<file path="config.mk">
export PLATFORM = sky130hd
export DESIGN_NAME = radio_link_pairing_manager_top
export DESIGN_NICKNAME = d
export VERILOG_FILES = /design/src/rtl/rlpm_pkg.sv /design/src/rtl/rlpm_core.sv /design/src/rtl/radio_link_pairing_manager_top.sv
export SDC_FILE = /design/constraint.sdc
export NUM_CORES = 1
export LEC_CHECK = 0
export BUFFER_PORTS_ARGS = -buffer_cell sky130_fd_sc_hd__buf_2
export CORE_UTILIZATION = 60
export CTS_CLUSTER_SIZE = 30
export DETAILED_ROUTE_END_ITERATION = 8
export PLACE_DENSITY = 0.8
export SLEW_MARGIN = 20
export SYNTH_ARGS = -nofsm -noshare
export SYNTH_HDL_FRONTEND = slang
export SYNTH_SLANG_ARGS = --single-unit
</file>
<file path="constraint.sdc">
create_clock -name clk -period 6.6 [get_ports clk]
set_clock_uncertainty 0.1 [all_clocks]
set_input_delay 1.32 -clock clk [delete_from_list [all_inputs] [get_ports clk]]
set_output_delay 1.32 -clock clk [all_outputs]
set_load 0.005 [all_outputs]
</file>
<file path="src/rtl/rlpm_pkg.sv">
package rlpm_pkg;

	// channel plan
	localparam int CHANNEL_COUNT = 13;
	localparam int CHAN_W        = 4;
	localparam int GW_W          = 48;
	localparam int TIME_W        = 32;
	localparam int FAIL_W        = 8;
	localparam int CFG_INDEX_W   = 2;
	localparam int CFG_DATA_W    = 32;

	// configuration register indexes
	localparam logic [CFG_INDEX_W-1:0] CFG_DWELL_TIME   = 2'd0;
	localparam logic [CFG_INDEX_W-1:0] CFG_HB_INTERVAL  = 2'd1;
	localparam logic [CFG_INDEX_W-1:0] CFG_LINK_TIMEOUT = 2'd2;
	localparam logic [CFG_INDEX_W-1:0] CFG_FAIL_LIMIT   = 2'd3;

	// configuration reset values
	localparam logic [TIME_W-1:0] DWELL_TIME_RST   = 32'd100;
	localparam logic [TIME_W-1:0] HB_INTERVAL_RST  = 32'd1000;
	localparam logic [TIME_W-1:0] LINK_TIMEOUT_RST = 32'd5000;
	localparam logic [FAIL_W-1:0] FAIL_LIMIT_RST   = 8'd5;

	// event codes
	typedef enum logic [2:0] {
		REQ_RESTART   = 3'd0,
		REQ_HOP_TICK  = 3'd1,
		REQ_BEACON    = 3'd2,
		REQ_HB_SENT   = 3'd3,
		REQ_ACTIVITY  = 3'd4,
		REQ_SEND_FAIL = 3'd5,
		REQ_SEND_OK   = 3'd6,
		REQ_TIMEOUT   = 3'd7
	} req_t;

	typedef struct packed {
		req_t              req_type;
		logic [TIME_W-1:0] now_time;
		logic [7:0]        beacon_channel;
		logic [GW_W-1:0]   beacon_gateway;
	} event_word_t;

	typedef struct packed {
		logic              took_effect;
		logic [CHAN_W-1:0] channel_now;
		logic              paired_now;
		logic              heartbeat_due;
		logic [GW_W-1:0]   gateway_address;
	} status_word_t;

	typedef struct packed {
		logic [TIME_W-1:0] dwell_time;
		logic [TIME_W-1:0] heartbeat_interval;
		logic [TIME_W-1:0] link_timeout;
		logic [FAIL_W-1:0] failure_limit;
	} cfg_t;

endpackage

</file>
<file path="src/rtl/rlpm_core.sv">
module rlpm_core (
	input  logic                   clk,
	input  logic                   arst_n,
	input  logic                   fire,
	input  rlpm_pkg::event_word_t  word,
	input  rlpm_pkg::cfg_t         cfg,
	output rlpm_pkg::status_word_t result
);

	// link state
	logic                                paired_q;
	logic [rlpm_pkg::CHAN_W-1:0]         channel_q;
	logic [rlpm_pkg::TIME_W-1:0]         last_hop_q;
	logic [rlpm_pkg::TIME_W-1:0]         last_hb_q;
	logic [rlpm_pkg::TIME_W-1:0]         last_act_q;
	logic [rlpm_pkg::FAIL_W-1:0]         fail_cnt_q;
	logic [rlpm_pkg::GW_W-1:0]           gateway_q;

	logic                                paired_d;
	logic [rlpm_pkg::CHAN_W-1:0]         channel_d;
	logic [rlpm_pkg::TIME_W-1:0]         last_hop_d;
	logic [rlpm_pkg::TIME_W-1:0]         last_hb_d;
	logic [rlpm_pkg::TIME_W-1:0]         last_act_d;
	logic [rlpm_pkg::FAIL_W-1:0]         fail_cnt_d;
	logic [rlpm_pkg::GW_W-1:0]           gateway_d;
	logic                                effect;

	logic [rlpm_pkg::TIME_W-1:0]         since_hop;
	logic [rlpm_pkg::TIME_W-1:0]         since_act;
	logic [rlpm_pkg::TIME_W-1:0]         since_hb;
	logic                                beacon_ok;
	logic [rlpm_pkg::FAIL_W-1:0]         fail_inc;
	logic [rlpm_pkg::CHAN_W-1:0]         channel_next;

	// elapsed times, modulo 2^32
	assign since_hop = word.now_time - last_hop_q;
	assign since_act = word.now_time - last_act_q;
	assign since_hb  = word.now_time - last_hb_d;

	assign beacon_ok = (word.beacon_channel != 8'd0)
		&& (word.beacon_channel <= 8'(rlpm_pkg::CHANNEL_COUNT));
	assign fail_inc  = (fail_cnt_q == '1) ? fail_cnt_q : fail_cnt_q + 1'b1;
	assign channel_next = (channel_q >= rlpm_pkg::CHAN_W'(rlpm_pkg::CHANNEL_COUNT))
		? rlpm_pkg::CHAN_W'(1) : channel_q + 1'b1;

	// next state for one event
	always_comb begin
		paired_d   = paired_q;
		channel_d  = channel_q;
		last_hop_d = last_hop_q;
		last_hb_d  = last_hb_q;
		last_act_d = last_act_q;
		fail_cnt_d = fail_cnt_q;
		gateway_d  = gateway_q;
		effect     = 1'b0;
		case (word.req_type)
			rlpm_pkg::REQ_RESTART: begin
				paired_d   = 1'b0;
				channel_d  = rlpm_pkg::CHAN_W'(1);
				last_hop_d = word.now_time;
				last_hb_d  = '0;
				last_act_d = word.now_time;
				fail_cnt_d = '0;
				gateway_d  = '0;
			end
			rlpm_pkg::REQ_HOP_TICK: begin
				if (!paired_q && since_hop >= cfg.dwell_time) begin
					last_hop_d = word.now_time;
					channel_d  = channel_next;
					effect     = 1'b1;
				end
			end
			rlpm_pkg::REQ_BEACON: begin
				if (beacon_ok) begin
					channel_d  = word.beacon_channel[rlpm_pkg::CHAN_W-1:0];
					gateway_d  = word.beacon_gateway;
					if (!paired_q) begin
						paired_d  = 1'b1;
						last_hb_d = word.now_time;
					end
					last_act_d = word.now_time;
					fail_cnt_d = '0;
					effect     = 1'b1;
				end
			end
			rlpm_pkg::REQ_HB_SENT: begin
				last_hb_d = word.now_time;
			end
			rlpm_pkg::REQ_ACTIVITY: begin
				last_act_d = word.now_time;
				fail_cnt_d = '0;
			end
			rlpm_pkg::REQ_SEND_FAIL: begin
				fail_cnt_d = fail_inc;
				// too many failures: back to scanning from last activity
				if (fail_inc >= cfg.failure_limit) begin
					paired_d   = 1'b0;
					fail_cnt_d = '0;
					last_hop_d = last_act_q;
					gateway_d  = '0;
				end
			end
			rlpm_pkg::REQ_SEND_OK: begin
				fail_cnt_d = '0;
			end
			rlpm_pkg::REQ_TIMEOUT: begin
				if (paired_q && since_act >= cfg.link_timeout) begin
					paired_d   = 1'b0;
					fail_cnt_d = '0;
					last_hop_d = word.now_time;
					gateway_d  = '0;
					effect     = 1'b1;
				end
			end
			default: begin
				effect = 1'b0;
			end
		endcase
	end

	// result from the state after the event
	always_comb begin
		result.took_effect     = effect;
		result.channel_now     = channel_d;
		result.paired_now      = paired_d;
		result.heartbeat_due   = paired_d && (since_hb >= cfg.heartbeat_interval);
		result.gateway_address = gateway_d;
	end

	// state registers
	always_ff @(posedge clk or negedge arst_n) begin
		if (!arst_n) begin
			paired_q   <= 1'b0;
			channel_q  <= rlpm_pkg::CHAN_W'(1);
			last_hop_q <= '0;
			last_hb_q  <= '0;
			last_act_q <= '0;
			fail_cnt_q <= '0;
			gateway_q  <= '0;
		end else if (fire) begin
			paired_q   <= paired_d;
			channel_q  <= channel_d;
			last_hop_q <= last_hop_d;
			last_hb_q  <= last_hb_d;
			last_act_q <= last_act_d;
			fail_cnt_q <= fail_cnt_d;
			gateway_q  <= gateway_d;
		end
	end

endmodule

</file>
<file path="src/rtl/radio_link_pairing_manager_top.sv">
// path: an accepted word passes the input register, then the status register
// throughput: one event word per cycle unless status_stall holds the output, set by the
// single input register and the status register around the state update logic
// reset: arst_n clears both valid flags, puts the link in scanning on channel 1 with
// all times, failure count and gateway at zero, and loads the default configuration
module radio_link_pairing_manager_top (
	input  logic                                  clk,
	input  logic                                  arst_n,
	input  logic                                  event_valid,
	output logic                                  event_stall,
	input  rlpm_pkg::event_word_t                 event_word,
	output logic                                  status_valid,
	input  logic                                  status_stall,
	output rlpm_pkg::status_word_t                status_word,
	input  logic                                  cfg_we,
	input  logic [rlpm_pkg::CFG_INDEX_W-1:0]      cfg_index,
	input  logic [rlpm_pkg::CFG_DATA_W-1:0]       cfg_data
);

	logic                   valid_s1;
	rlpm_pkg::event_word_t  word_s1;
	logic                   status_valid_q;
	rlpm_pkg::status_word_t status_word_q;
	rlpm_pkg::status_word_t result;
	rlpm_pkg::cfg_t         cfg_q;
	logic                   advance;
	logic                   load_s1;

	// the input stage moves on when the status register is free or being taken
	assign advance     = !status_valid_q || !status_stall;
	// the input register takes a word when it is empty or its word moves on
	assign load_s1     = advance || !valid_s1;
	assign event_stall = !load_s1;

	// configuration registers
	always_ff @(posedge clk or negedge arst_n) begin
		if (!arst_n) begin
			cfg_q.dwell_time         <= rlpm_pkg::DWELL_TIME_RST;
			cfg_q.heartbeat_interval <= rlpm_pkg::HB_INTERVAL_RST;
			cfg_q.link_timeout       <= rlpm_pkg::LINK_TIMEOUT_RST;
			cfg_q.failure_limit      <= rlpm_pkg::FAIL_LIMIT_RST;
		end else if (cfg_we) begin
			case (cfg_index)
				rlpm_pkg::CFG_DWELL_TIME:   cfg_q.dwell_time         <= cfg_data;
				rlpm_pkg::CFG_HB_INTERVAL:  cfg_q.heartbeat_interval <= cfg_data;
				rlpm_pkg::CFG_LINK_TIMEOUT: cfg_q.link_timeout       <= cfg_data;
				rlpm_pkg::CFG_FAIL_LIMIT: begin
					cfg_q.failure_limit <= cfg_data[rlpm_pkg::FAIL_W-1:0];
				end
				default: begin
					cfg_q <= cfg_q;
				end
			endcase
		end
	end

	// input register
	always_ff @(posedge clk or negedge arst_n) begin
		if (!arst_n) begin
			valid_s1 <= 1'b0;
		end else if (load_s1) begin
			valid_s1 <= event_valid;
		end
	end

	always_ff @(posedge clk) begin
		if (load_s1 && event_valid) begin
			word_s1 <= event_word;
		end
	end

	// state update and status computation
	rlpm_core u_core (
		.clk    (clk),
		.arst_n (arst_n),
		.fire   (valid_s1 && advance),
		.word   (word_s1),
		.cfg    (cfg_q),
		.result (result)
	);

	// status register
	always_ff @(posedge clk or negedge arst_n) begin
		if (!arst_n) begin
			status_valid_q <= 1'b0;
		end else if (advance) begin
			status_valid_q <= valid_s1;
		end
	end

	always_ff @(posedge clk) begin
		if (advance && valid_s1) begin
			status_word_q <= result;
		end
	end

	assign status_valid = status_valid_q;
	assign status_word  = status_word_q;

	// checks
	property p_stall_needs_word;
		@(posedge clk) disable iff (!arst_n)
		event_stall |-> (valid_s1 && status_valid_q && status_stall);
	endproperty
	a_stall_needs_word: assert property (p_stall_needs_word)
		else $error("input stalled without a pending word");

	property p_scan_no_gateway;
		@(posedge clk) disable iff (!arst_n)
		(status_valid && !status_word.paired_now) |-> (status_word.gateway_address == '0);
	endproperty
	a_scan_no_gateway: assert property (p_scan_no_gateway)
		else $error("gateway reported while scanning");

	property p_channel_range;
		@(posedge clk) disable iff (!arst_n)
		status_valid |-> (status_word.channel_now != '0
			&& status_word.channel_now <= rlpm_pkg::CHAN_W'(rlpm_pkg::CHANNEL_COUNT));
	endproperty
	a_channel_range: assert property (p_channel_range)
		else $error("channel out of range");

	property p_hb_only_paired;
		@(posedge clk) disable iff (!arst_n)
		(status_valid && status_word.heartbeat_due) |-> status_word.paired_now;
	endproperty
	a_hb_only_paired: assert property (p_hb_only_paired)
		else $error("heartbeat due while scanning");

endmodule

</file>
==> results.toml <==
[drt]
detailroute.via_count = 17000
average_via_count_per_standard_cell = 6.01
routed_wl_um = 56800
firstDrtPassIters = 7
antenna_left = 0
route.detailed.drc = 0
drt_iter0_markers = 1267
wl_per_cell_um = 20.1

[floorplanning]
top_level_ports = 187
core_region_area_mm2 = 0.0377
core.rowCount = 71
dieWidth_um = 198
die_area_mm2 = 0.0391
initial_utilization_pct = 61.1
chipHeight_um = 198

[cts]
clk_latency_ns = 0.59
cts_tree = "built"
cts_max_path_buffers = 3
tritoncts.num_buffers = 44
cts_resized = 0
postCtsHoldBufs = 0
post_cts.repair.setup_buffers = 0
cts_root_buf = "sky130_fd_sc_hd__clkbuf_16"
htreeDepth = 2
numClockSinks = 409
clk_transition_reported_paths_ns = 0.06

[sta]
timing_max_transition_violations_final = 0
period_share_pct = 93.4
fmax_ghz = 0.162
worstMarginPinSlew_ns = 1.07
final-hold-violation-count = 0
rsz0062_at_grt = "false"
setup_tns_ns = 0
period_minus_slack_ns = 6.17
smallest_setup_slack_after_layout_ns = 0.434
setup_violations = 0
max-slew-margin-rel_pct = 28.9

[synth]
number_of_flops_mapped_to_enable_cells_by_yosys = 146
post_synth.cell_area_avg_um2 = 11.0
synth-compound-area-share_pct = 17.0
synth_top_family_by_area = "compound AO/OA/AOI/OAI gates"
synth.mux.area_fraction_pct = 8.03
synth_area_mm2 = 0.0230
synth_fp_nets = 2420
synth-xor-area-share_pct = 3.31
syn_inst = 2085
ys_dominant_reg_cell = "sky130_fd_sc_hd__dfrtp_1"
fraction_of_the_mapped_netlist_area_in_adder_cells_pct = 11.2
post_synth_and_or_nand_nor_area_fraction_pct = 8.08
synth.lib_cells_used.distinct = 88
postSynthRegisterBits = 409
yosys_warnings = 0
synth_sequential_area_ratio_pct = 47.7
synth_async_sr_flop_share_pct = 64.3

[power]
leakage_nw = 12.3
powerDensity_mw_per_mm2 = 373
max-vdd-ir-drop_mv = 0.249

[hold_path]
timing.hold.worst.class = "flop to flop"
min_to = "u_core.last_hb_q[27]"
worst_hold_startpoint = "u_core.last_hb_q[27]"
worstHoldPathCells = 2

[worst_setup_path]
worstSetupPathType = "flop to flop"
arrival_time_of_the_worst_setup_path_ns = 6.41
worst_r2r_startpoint = "word_s1[52]"
crit_required_ns = 6.84
ff2ff_path_depth = 27
r2r_slack_ns = 0.43
crit-reg2reg-capture = "status_word[48]"
critical_path_peak_fanout = 14
crit_path_end_kind = "flop"
cp-start-kind = "flop"

[finish]
area_growth_syn_to_fin_pct = 13.2
post_route_cells_drive_above_1_share_pct = 19.3
final_standard_cell_utilization_of_the_core_pct = 69.2
finish.net_count = 2612
sequential_cell_area_mm2 = 0.0110
multi_input_comb_area_mm2 = 0.0110
leading_cell_type_in_the_layout_fill_and_taps_excluded = "sky130_fd_sc_hd__dfrtp_1"
layout_common_cells = "sky130_fd_sc_hd__dfrtp_1 (246), sky130_fd_sc_hd__ha_1 (202), sky130_fd_sc_hd__inv_1 (196), sky130_fd_sc_hd__buf_2 (185), sky130_fd_sc_hd__edfxtp_1 (146)"
num-fill-cells = 2760
layout.cell_area.non_filler_mm2 = 0.0261

[placed_design]
gp_routability_congestion = 0.945
place_ws_ns = 0.333
placement.cell_area_mm2 = 0.0246
place_hpwl_um = 40200
placement.io_buffers = 186

[grt]
grt_first_pass_wirelength_um = 89100
global_route_total_usage_across_every_layer_pct = 29.4
grt_pass1_vias = 16600
grt.overflow.total = 0
grt_start_max_net_pins = 86
initial_antenna_violation_count = 4

[run]
maxCapViolCount = 0

[outcome]
outcome = "finished clean"
[sequential cells by signal (all words and copies together) (netlist names)]
register           count
u_core.last_hop_q     32
u_core.last_act_q     32
word_s1               91
cfg_q                104
u_core.last_hb_q      32
status_word           55
u_core.paired_q        1
u_core.channel_q       4
status_valid           1
u_core.gateway_q      48
valid_s1               1
u_core.fail_cnt_q      8
[stage by stage]
step | cells | power, mW | hold slack, ns
2_1_floorplan | 2085 | 6.12 | 0.346
3_3_place_gp | 2742 | 7.00 | 0.363
3_5_place_dp | 2742 | 7.16 | 0.371
4_1_cts | 2823 | 9.69 | 0.384
5_1_grt | 2825 | 10.3 | 0.401
6_report | 2828 | 9.71 | 0.384
[critical path, cell delays in order, from the launching register on]
cell and delay, ns:
sky130_fd_sc_hd__edfxtp_1 0.36, sky130_fd_sc_hd__or4_4 0.59, sky130_fd_sc_hd__o41ai_2 0.37, sky130_fd_sc_hd__nand2_2 0.25
sky130_fd_sc_hd__buf_4 0.26, sky130_fd_sc_hd__a22oi_1 0.23, sky130_fd_sc_hd__ha_1 0.31, sky130_fd_sc_hd__o21a_1 0.14
sky130_fd_sc_hd__o211a_1 0.20, sky130_fd_sc_hd__o21a_1 0.12, sky130_fd_sc_hd__o21ai_0 0.24, sky130_fd_sc_hd__nand4b_1 0.19
sky130_fd_sc_hd__a41o_1 0.33, sky130_fd_sc_hd__a21o_1 0.21, sky130_fd_sc_hd__a21oi_1 0.21, sky130_fd_sc_hd__o21bai_1 0.10
sky130_fd_sc_hd__xor2_1 0.15, sky130_fd_sc_hd__ha_1 0.31, sky130_fd_sc_hd__a21o_1 0.17, sky130_fd_sc_hd__a21o_1 0.17
sky130_fd_sc_hd__a21o_1 0.17, sky130_fd_sc_hd__a21oi_1 0.13, sky130_fd_sc_hd__nor2b_1 0.06, sky130_fd_sc_hd__o21ai_0 0.13
sky130_fd_sc_hd__nand2b_1 0.07, sky130_fd_sc_hd__a21oi_1 0.13, sky130_fd_sc_hd__o31ai_1 0.08, sky130_fd_sc_hd__o221a_2 0.13
[synth_stat cells (all sizes together) (4+ instances only)]
cell type,number,share of area [%]
nor4,7,0.32
inv,197,3.2
mux2i,62,2.7
clkbuf,47,0.78
a221oi,4,0.18
nand2,133,2.2
buf,22,0.53
o31ai,4,0.13
and4,7,0.27
a21o,69,2.3
dfrtp,246,27
and3,10,0.27
a22o,97,3.7
o21a,13,0.42
a31o,4,0.15
ha,202,11
o211ai,8,0.26
o21ai,138,3.0
nand3,25,0.54
nor2b,19,0.52
and2,10,0.27
a22oi,30,0.98
nor3,20,0.43
a31oi,8,0.22
nand4,30,0.82
dfstp,17,1.9
mux2,109,5.3
nand2b,26,0.71
o2111ai,7,0.27
a21oi,108,2.4
edfxtp,146,19
xor2,23,0.88
o21bai,17,0.57
nor2,75,1.2
o41ai,7,0.36
a211oi,13,0.45
xnor2,64,2.4
[worst max-delay path by stage]
stage	start	end	slack, ns	depth (start not counted)
after floorplan	word_s1[52]	status_word[48]	0.85	27
after global placement	word_s1[52]	status_word[48]	0.45	26
after detailed placement	word_s1[62]	u_core.last_hop_q[20]	0.33	19
after CTS	word_s1[56]	u_core.last_hop_q[4]	0.25	23
after global routing	word_s1[52]	status_word[48]	0.01	27
final	word_s1[52]	status_word[48]	0.43	27
[metal layers]
metal	vias to the layer above	wire, um	track usage [%]
li1	8015	-	-
met1	8312	24400	39.4
met2	556	27700	49.1
met3	104	3400	4.97
met4	0	1320	8.47
met5	-	0	0
[logic make-up after synthesis]
family,after synthesis
muxes,171
DFF,409
and+or+nand+nor,378
adders and majority gates,205
AOI/OAI and AO/OA,568
xor gates and xnor gates,87
buffers and inverters,267
[where the power goes]
part	total [mW]	switching, mW	internal, mW	leakage [nW]
logic	3.93	2.22	1.71	6.93
clock network	2.50	1.06	1.44	0.709
registers	3.28	0.228	3.05	4.69
total	9.71	3.51	6.20	12.3
[cell type report]
cell class,count,share of cell area [%]
clock buffers,56,4.55
repair buffers,216,4.59
diodes,5,0.0480
multi-input cells,1409,42.4
well taps,511,2.45
inverters,197,2.84
clock inverters,25,0.970
flip-flops and latches,409,42.2
Note: power is estimated with default switching activity, not from simulation.
